File: config.mk
export PLATFORM = sky130hd
export DESIGN_NAME = modular_inverse_ext_euclid_unit
export DESIGN_NICKNAME = d
export VERILOG_FILES = /design/src/rtl/meinv_pkg.sv /design/src/rtl/meinv_step_unit.sv /design/src/rtl/modular_inverse_ext_euclid_unit.sv
export SDC_FILE = /design/constraint.sdc
export NUM_CORES = 2
export LEC_CHECK = 0
export ABC_AREA = 1
export CAP_MARGIN = 25
export CORE_AREA = 2 2 698 422
export DETAILED_ROUTE_END_ITERATION = 10
export DIE_AREA = 0 0 700 424
export DONT_BUFFER_PORTS = 1
export MAX_ROUTING_LAYER = met4
export PLACE_DENSITY = 0.39
export REMOVE_ABC_BUFFERS = 1
export SLEW_MARGIN = 20
export SYNTH_ARGS = -nofsm -noshare
export SYNTH_HDL_FRONTEND = slang
export SYNTH_HIERARCHICAL = 1
export SYNTH_SLANG_ARGS = --single-unit
File: constraint.sdc
create_clock -name clk -period 26.9 [get_ports clk]
set_input_delay 5.38 -clock clk [delete_from_list [all_inputs] [get_ports clk]]
set_output_delay 5.38 -clock clk [all_outputs]
set_load 0.05 [all_outputs]
File: src/rtl/meinv_pkg.sv
// meinv_pkg: shared types and constants of the modular inverse unit.
// No dependencies; used by meinv_step_unit and modular_inverse_ext_euclid_unit.
package meinv_pkg;

	// operand width actually used (low bits of each input field)
	localparam int OPND_W = 63;
	localparam int COEF_W = 64;
	localparam int FIELD_W = 63;
	localparam int CNT_W = $clog2(OPND_W);

	typedef struct packed {
		logic [FIELD_W-1:0] number;
		logic [FIELD_W-1:0] modulus;
	} in_word_t;

	typedef struct packed {
		logic [FIELD_W-1:0] divisor;
		logic [COEF_W-1:0]  coef_number;
		logic [COEF_W-1:0]  coef_modulus;
		logic               coprime;
		logic [FIELD_W-1:0] inverse;
	} out_word_t;

	// step unit control and status
	typedef struct packed {
		logic go;
	} step_ctl_t;

	typedef struct packed {
		logic done;
		logic active;
	} step_stat_t;

endpackage

File: src/rtl/meinv_step_unit.sv
// meinv_step_unit: one Euclid step, restoring division one quotient bit per cycle,
// with the quotient times both coefficients formed MSB-first alongside. Uses meinv_pkg.
module meinv_step_unit (
	input  logic                            clk,
	input  logic                            arst_n,
	input  meinv_pkg::step_ctl_t            ctl,
	input  logic [meinv_pkg::OPND_W-1:0]    divisor_in,
	input  logic [meinv_pkg::OPND_W-1:0]    dividend_in,
	input  logic [meinv_pkg::COEF_W-1:0]    coef_s_in,
	input  logic [meinv_pkg::COEF_W-1:0]    coef_t_in,
	output meinv_pkg::step_stat_t           stat,
	output logic [meinv_pkg::OPND_W-1:0]    rem,
	output logic [meinv_pkg::COEF_W-1:0]    prod_s,
	output logic [meinv_pkg::COEF_W-1:0]    prod_t
);

	logic                          active_q, done_q;
	logic [meinv_pkg::CNT_W-1:0]   cnt_q;
	logic [meinv_pkg::OPND_W-1:0]  rem_q, dvd_q, dsr_q;
	logic [meinv_pkg::COEF_W-1:0]  cs_q, ct_q, ps_q, pt_q;
	logic [meinv_pkg::OPND_W:0]    trial;
	logic [meinv_pkg::OPND_W:0]    diff;
	logic                          ge;
	logic                          last;

	// shared subtract and compare for one quotient bit
	always_comb begin
		trial = {rem_q, dvd_q[meinv_pkg::OPND_W-1]};
		diff  = trial - {1'b0, dsr_q};
		ge    = ~diff[meinv_pkg::OPND_W];
		last  = cnt_q == meinv_pkg::CNT_W'(meinv_pkg::OPND_W - 1);
	end

	// sequencer
	always_ff @(posedge clk or negedge arst_n) begin
		if (!arst_n) begin
			active_q <= 1'b0;
			done_q   <= 1'b0;
			cnt_q    <= '0;
		end else begin
			done_q <= 1'b0;
			if (ctl.go) begin
				active_q <= 1'b1;
				cnt_q    <= '0;
			end else if (active_q) begin
				cnt_q <= cnt_q + 1'b1;
				if (last) begin
					active_q <= 1'b0;
					done_q   <= 1'b1;
				end
			end
		end
	end

	// datapath
	always_ff @(posedge clk) begin
		if (ctl.go) begin
			rem_q <= '0;
			dvd_q <= dividend_in;
			dsr_q <= divisor_in;
			cs_q  <= coef_s_in;
			ct_q  <= coef_t_in;
			ps_q  <= '0;
			pt_q  <= '0;
		end else if (active_q) begin
			rem_q <= ge ? diff[meinv_pkg::OPND_W-1:0] : trial[meinv_pkg::OPND_W-1:0];
			dvd_q <= {dvd_q[meinv_pkg::OPND_W-2:0], 1'b0};
			// Horner: p = 2p + qbit * coef
			ps_q  <= {ps_q[meinv_pkg::COEF_W-2:0], 1'b0} + (ge ? cs_q : '0);
			pt_q  <= {pt_q[meinv_pkg::COEF_W-2:0], 1'b0} + (ge ? ct_q : '0);
		end
	end

	assign stat.done   = done_q;
	assign stat.active = active_q;
	assign rem    = rem_q;
	assign prod_s = ps_q;
	assign prod_t = pt_q;

	// done only ends a run
	a_done_after_run: assert property (@(posedge clk) disable iff (!arst_n)
		done_q |-> $past(active_q) && !active_q) else $error("step done without run");
	// a go is never issued mid run
	a_no_go_busy: assert property (@(posedge clk) disable iff (!arst_n)
		ctl.go |-> !active_q) else $error("step go while active");
	// remainder stays below divisor at the end
	a_rem_lt: assert property (@(posedge clk) disable iff (!arst_n)
		done_q |-> rem_q < dsr_q) else $error("remainder not reduced");

endmodule

File: src/rtl/modular_inverse_ext_euclid_unit.sv
// modular_inverse_ext_euclid_unit: extended Euclid gcd, Bezout coefficients, inverse.
// Depends on meinv_pkg and meinv_step_unit.
//
// channel   dir  handshake                       word
// operands  in   start & !busy                   meinv_pkg::in_word_t
// result    out  done (one cycle, no stall)      meinv_pkg::out_word_t
//
// Each Euclid step is one run of the bit-serial divider; up to ~92 steps for 63-bit
// operands. Number zero goes straight to normalization; modulus zero with a nonzero
// number takes one step.
// Reset clears the sequencer only; busy is low after reset.
// The result is shown for one cycle with done; the receiver cannot stall it.
module modular_inverse_ext_euclid_unit (
	input  logic                  clk,
	input  logic                  arst_n,
	input  logic                  start,
	input  meinv_pkg::in_word_t   operands,
	output logic                  busy,
	output logic                  done,
	output meinv_pkg::out_word_t  result
);

	typedef enum logic [3:0] {
		ST_IDLE  = 4'b0001,
		ST_CHECK = 4'b0010,
		ST_WAIT  = 4'b0100,
		ST_NORM  = 4'b1000
	} state_t;

	state_t                        state_q;
	logic                          done_q;
	meinv_pkg::out_word_t          result_q;
	logic [meinv_pkg::OPND_W-1:0]  a_q, b_q, m_q;
	logic [meinv_pkg::COEF_W-1:0]  sa_q, ta_q, sb_q, tb_q;
	meinv_pkg::step_ctl_t          step_ctl;
	meinv_pkg::step_stat_t         step_stat;
	logic [meinv_pkg::OPND_W-1:0]  step_rem;
	logic [meinv_pkg::COEF_W-1:0]  prod_s, prod_t;
	logic [meinv_pkg::COEF_W-1:0]  mag;
	logic [meinv_pkg::COEF_W-1:0]  m_ext;
	logic [meinv_pkg::OPND_W-1:0]  inv;

	meinv_step_unit u_step (
		.clk         (clk),
		.arst_n      (arst_n),
		.ctl         (step_ctl),
		.divisor_in  (a_q),
		.dividend_in (b_q),
		.coef_s_in   (sa_q),
		.coef_t_in   (ta_q),
		.stat        (step_stat),
		.rem         (step_rem),
		.prod_s      (prod_s),
		.prod_t      (prod_t)
	);

	assign step_ctl.go = (state_q == ST_CHECK) && (a_q != '0);

	// normalize coef_number into 0..modulus-1; |coef| never exceeds modulus
	always_comb begin
		m_ext = meinv_pkg::COEF_W'(m_q);
		mag   = sb_q[meinv_pkg::COEF_W-1] ? (~sb_q + 1'b1) : sb_q;
		if (m_q == '0 || mag == '0 || mag == m_ext) begin
			inv = '0;
		end else if (sb_q[meinv_pkg::COEF_W-1]) begin
			inv = m_q - mag[meinv_pkg::OPND_W-1:0];
		end else begin
			inv = mag[meinv_pkg::OPND_W-1:0];
		end
	end

	// sequencer
	always_ff @(posedge clk or negedge arst_n) begin
		if (!arst_n) begin
			state_q <= ST_IDLE;
			done_q  <= 1'b0;
		end else begin
			done_q <= 1'b0;
			unique case (state_q)
				ST_IDLE: begin
					if (start) state_q <= ST_CHECK;
				end
				ST_CHECK: begin
					state_q <= (a_q != '0) ? ST_WAIT : ST_NORM;
				end
				ST_WAIT: begin
					if (step_stat.done) state_q <= ST_CHECK;
				end
				ST_NORM: begin
					done_q  <= 1'b1;
					state_q <= ST_IDLE;
				end
				default: state_q <= ST_IDLE;
			endcase
		end
	end

	// Euclid registers: b keeps the previous remainder, a the current one
	always_ff @(posedge clk) begin
		if (state_q == ST_IDLE && start) begin
			a_q  <= operands.number[meinv_pkg::OPND_W-1:0];
			b_q  <= operands.modulus[meinv_pkg::OPND_W-1:0];
			m_q  <= operands.modulus[meinv_pkg::OPND_W-1:0];
			sa_q <= meinv_pkg::COEF_W'(1);
			ta_q <= '0;
			sb_q <= '0;
			tb_q <= meinv_pkg::COEF_W'(1);
		end else if (state_q == ST_WAIT && step_stat.done) begin
			a_q  <= step_rem;
			b_q  <= a_q;
			sa_q <= sb_q - prod_s;
			ta_q <= tb_q - prod_t;
			sb_q <= sa_q;
			tb_q <= ta_q;
		end
	end

	// result word
	always_ff @(posedge clk) begin
		if (state_q == ST_NORM) begin
			result_q.divisor      <= meinv_pkg::FIELD_W'(b_q);
			result_q.coef_number  <= sb_q;
			result_q.coef_modulus <= tb_q;
			result_q.coprime      <= b_q == meinv_pkg::OPND_W'(1);
			result_q.inverse      <= meinv_pkg::FIELD_W'(inv);
		end
	end

	assign busy   = state_q != ST_IDLE;
	assign done   = done_q;
	assign result = result_q;

	// a result only follows normalization
	a_done_src: assert property (@(posedge clk) disable iff (!arst_n)
		done_q |-> $past(state_q == ST_NORM)) else $error("result without normalize");
	// coprime flag agrees with divisor
	a_coprime: assert property (@(posedge clk) disable iff (!arst_n)
		done_q |-> result_q.coprime == (result_q.divisor == meinv_pkg::FIELD_W'(1)))
		else $error("coprime flag mismatch");
	// step unit finishes only while waited on
	a_step_wait: assert property (@(posedge clk) disable iff (!arst_n)
		step_stat.done |-> state_q == ST_WAIT) else $error("step done out of wait");

endmodule
==> results.sh <==
export IMPL_crit_type="input port to register"
export IMPL_num_io_pins=386
export IMPL_cts_resized=0
export IMPL_post_dp_hpwl_mm=291
export IMPL_global_route_wire_length_before_repair_mm=493
export IMPL_ir_drop_uv=67.8
export IMPL_vias=68200
export IMPL_layout_drive_gt1_share_pct=4.51
export IMPL_reg2reg_depth=24
export IMPL_grt_util_all_layers_pct=23.9
export IMPL_cp_end_kind="register"
export IMPL_numPortBuffers=0
export IMPL_clock_sinks=1158
export IMPL_hold_sp="tb_q[0]"
export IMPL_gp_routability_congestion=0.989
export IMPL_total_leakage_power_nw=36.5
export IMPL_number_of_clock_buffers_inserted_by_tritoncts=142
export IMPL_timing_final_crit_period_ns=7.73
export IMPL_post_synth_instance_area_sq_um=72400
export IMPL_final_setup_skew_ns=0.0640
export IMPL_clk_latency_ns=0.85
export IMPL_grt_antenna_before_repair=40
export IMPL_synthesis_instances=9885
export IMPL_ctsRootBufferMaster="clkbuf_16"
export IMPL_worstHoldEndpoint="result[64]"
export IMPL_clkSlewWorstSetupHoldPaths_ns=0.06
export IMPL_first_global_vias=63300
export IMPL_path_max_fanout=71
export IMPL_post_layout_total_power_w=0.0101
export IMPL_regToRegSetupSlack_ns=19.54
export IMPL_power_per_cell_area_nw_per_um2=123
export IMPL_cp_data_arrival_time_ns=8.49
export IMPL_end_of_the_worst_register_to_register_path="u_step/prod_s[51]"
export IMPL_die_height_um=424
export IMPL_total_setup_violations_reported_at_the_end_of_the_flow=0
export IMPL_post_route_util_pct=28.0
export IMPL_maxCapViolations=0
export IMPL_initialDrtViolationCount=7613
export IMPL_die_width_um=700
export IMPL_clock_tree_from_tritoncts="done"
export IMPL_post_cts_buffers=0
export IMPL_worst_pin_slew_ns=1.26
export IMPL_overall_routed_net_length_mm=355
export IMPL_finalHoldViolCount=0
export IMPL_start_kind="input port"
export IMPL_max_clock_freq_ghz=0.129
export IMPL_num_rows=154
export IMPL_antenna_left=0
export IMPL_maxSlewViolCount=0
export IMPL_grt_ovfl_total=0
export IMPL_whs_path_depth=0
export IMPL_drt_first_pass_iters=6
export IMPL_die_area_sq_um=297000
export IMPL_rsz0062_at_grt="false"
export IMPL_largest_net_degree_at_the_start_of_global_routing=114
export IMPL_drt_wirelength_per_cell_um=25.5
export IMPL_layout_worst_path_cycle_share_pct=28.7
export IMPL_cts_htree_levels=4
export IMPL_status="complete, no violations"
export IMPL_critical_path_required_ns=27.66
export IMPL_synth_warning_count=6
export IMPL_holdBufCountCts=0
export IMPL_hold_path_class="register to register"
export IMPL_design_core_area_sq_um=291000
export IMPL_cts_buffer_depth=4
export IMPL_areaGrowthSynthToFinish_pct=12.5
export IMPL_via_per_inst=4.89
export IMPL_syn_mean_instance_area_sq_um=7.32
export IMPL_max_slew_margin_rel_pct=15.5
export IMPL_finish_net_count=10300
export IMPL_post_route_drc_count=0
export IMPL_r2r_start="u_step/dsr_q[59]"
export IMPL_floorplan_initialDensity_pct=24.8
[registers in the layout (all words and copies together) (netlist names), 4 cells and up]
signal,cells
u_step/prod_t,64
b_q,63
u_step/ct_q,64
u_step/dsr_q,63
m_q,63
u_step/rem,63
u_step/cs_q,64
u_step/cnt_q,6
sb_q,64
a_q,63
tb_q,64
sa_q,64
u_step/prod_s,64
ta_q,64
result,255
u_step/dvd_q,63
state_q,4
[final cells by class]
class / instances / area (sq um)
tap: 3900 / 4880
timing repair buffer: 69 / 551
clock buffer: 185 / 3880
multi-input combinational: 7040 / 35700
sequential: 1158 / 30200
antenna: 74 / 185
fill: 32300 / 210000
inverter: 1461 / 5510
clock inverter: 61 / 523
[through the flow]
stage	TNS [ns]	worst slack, ns	instance area (sq um)	hold slack, ns	instances
floorplan	-204.16	-1.62	71300	0.408	9659
global placement	0	18.15	76800	0.425	13600
detailed placement	0	18.16	76800	0.436	13600
CTS	0	19.07	81200	0.450	13900
global route	0	18.81	81400	0.462	13900
finish	0	19.17	81400	0.449	13900
[worst max-delay path, stage by stage]
cell      delay [ns]
inv_1           0.07
nor2_4          0.14
inv_8           0.40
buf_4           0.66
buf_4           0.57
buf_4           0.67
o21ai_0         0.19
o21bai_1        0.20
inv_1           0.07
[how the worst max path moves through the flow]
| stage | slack, ns | to | start |
|---|---|---|---|
| 2_1_floorplan | -1.62 | a_q[0] | start |
| 5_1_grt | 18.81 | sa_q[46] | start |
| 4_1_cts | 19.07 | sa_q[32] | start |
| 3_5_place_dp | 18.16 | sa_q[32] | start |
| 3_3_place_gp | 18.15 | sa_q[32] | start |
| 6_report | 19.17 | sa_q[56] | start |
[report_power, final]
| group | switching [W] | internal (W) |
|---|---|---|
| clock network | 0.000838 | 0.00108 |
| registers | 0.000377 | 0.00239 |
| logic | 0.00390 | 0.00148 |
[cell usage in the layout (no fill, tap or decap), types with 19 or more instances in the layout]
master     count
buf_4         66
nand2_1     2699
a31oi_1       74
nand3_1      482
nor3_1        84
a21boi_0      25
clkbuf_1      30
inv_1       1439
xnor2_1       73
clkbuf_16    145
a21o_1        73
dfxtp_1      446
o21ai_0      643
a21oi_1      731
xor2_1       105
diode_2       74
o21bai_1     116
nor2_2        30
nor2_1      1059
o21a_1        31
nand4_1       75
nor4_1        74
nand2_2       29
edfxtp_1     698
ha_1         332
or2_2         22
nand3b_1      19
o21ai_1       38
o211ai_1      57
[routing by layer]
layer	up-vias	track usage [%]	part of all wire, %
met3	254	7.89	11
met4	0	3.26	1.4
met2	2512	27.2	34
li1	32600	-	-
met5	-	-	0
met1	32800	38.8	54
Note: power is estimated with default switching activity, not from simulation.
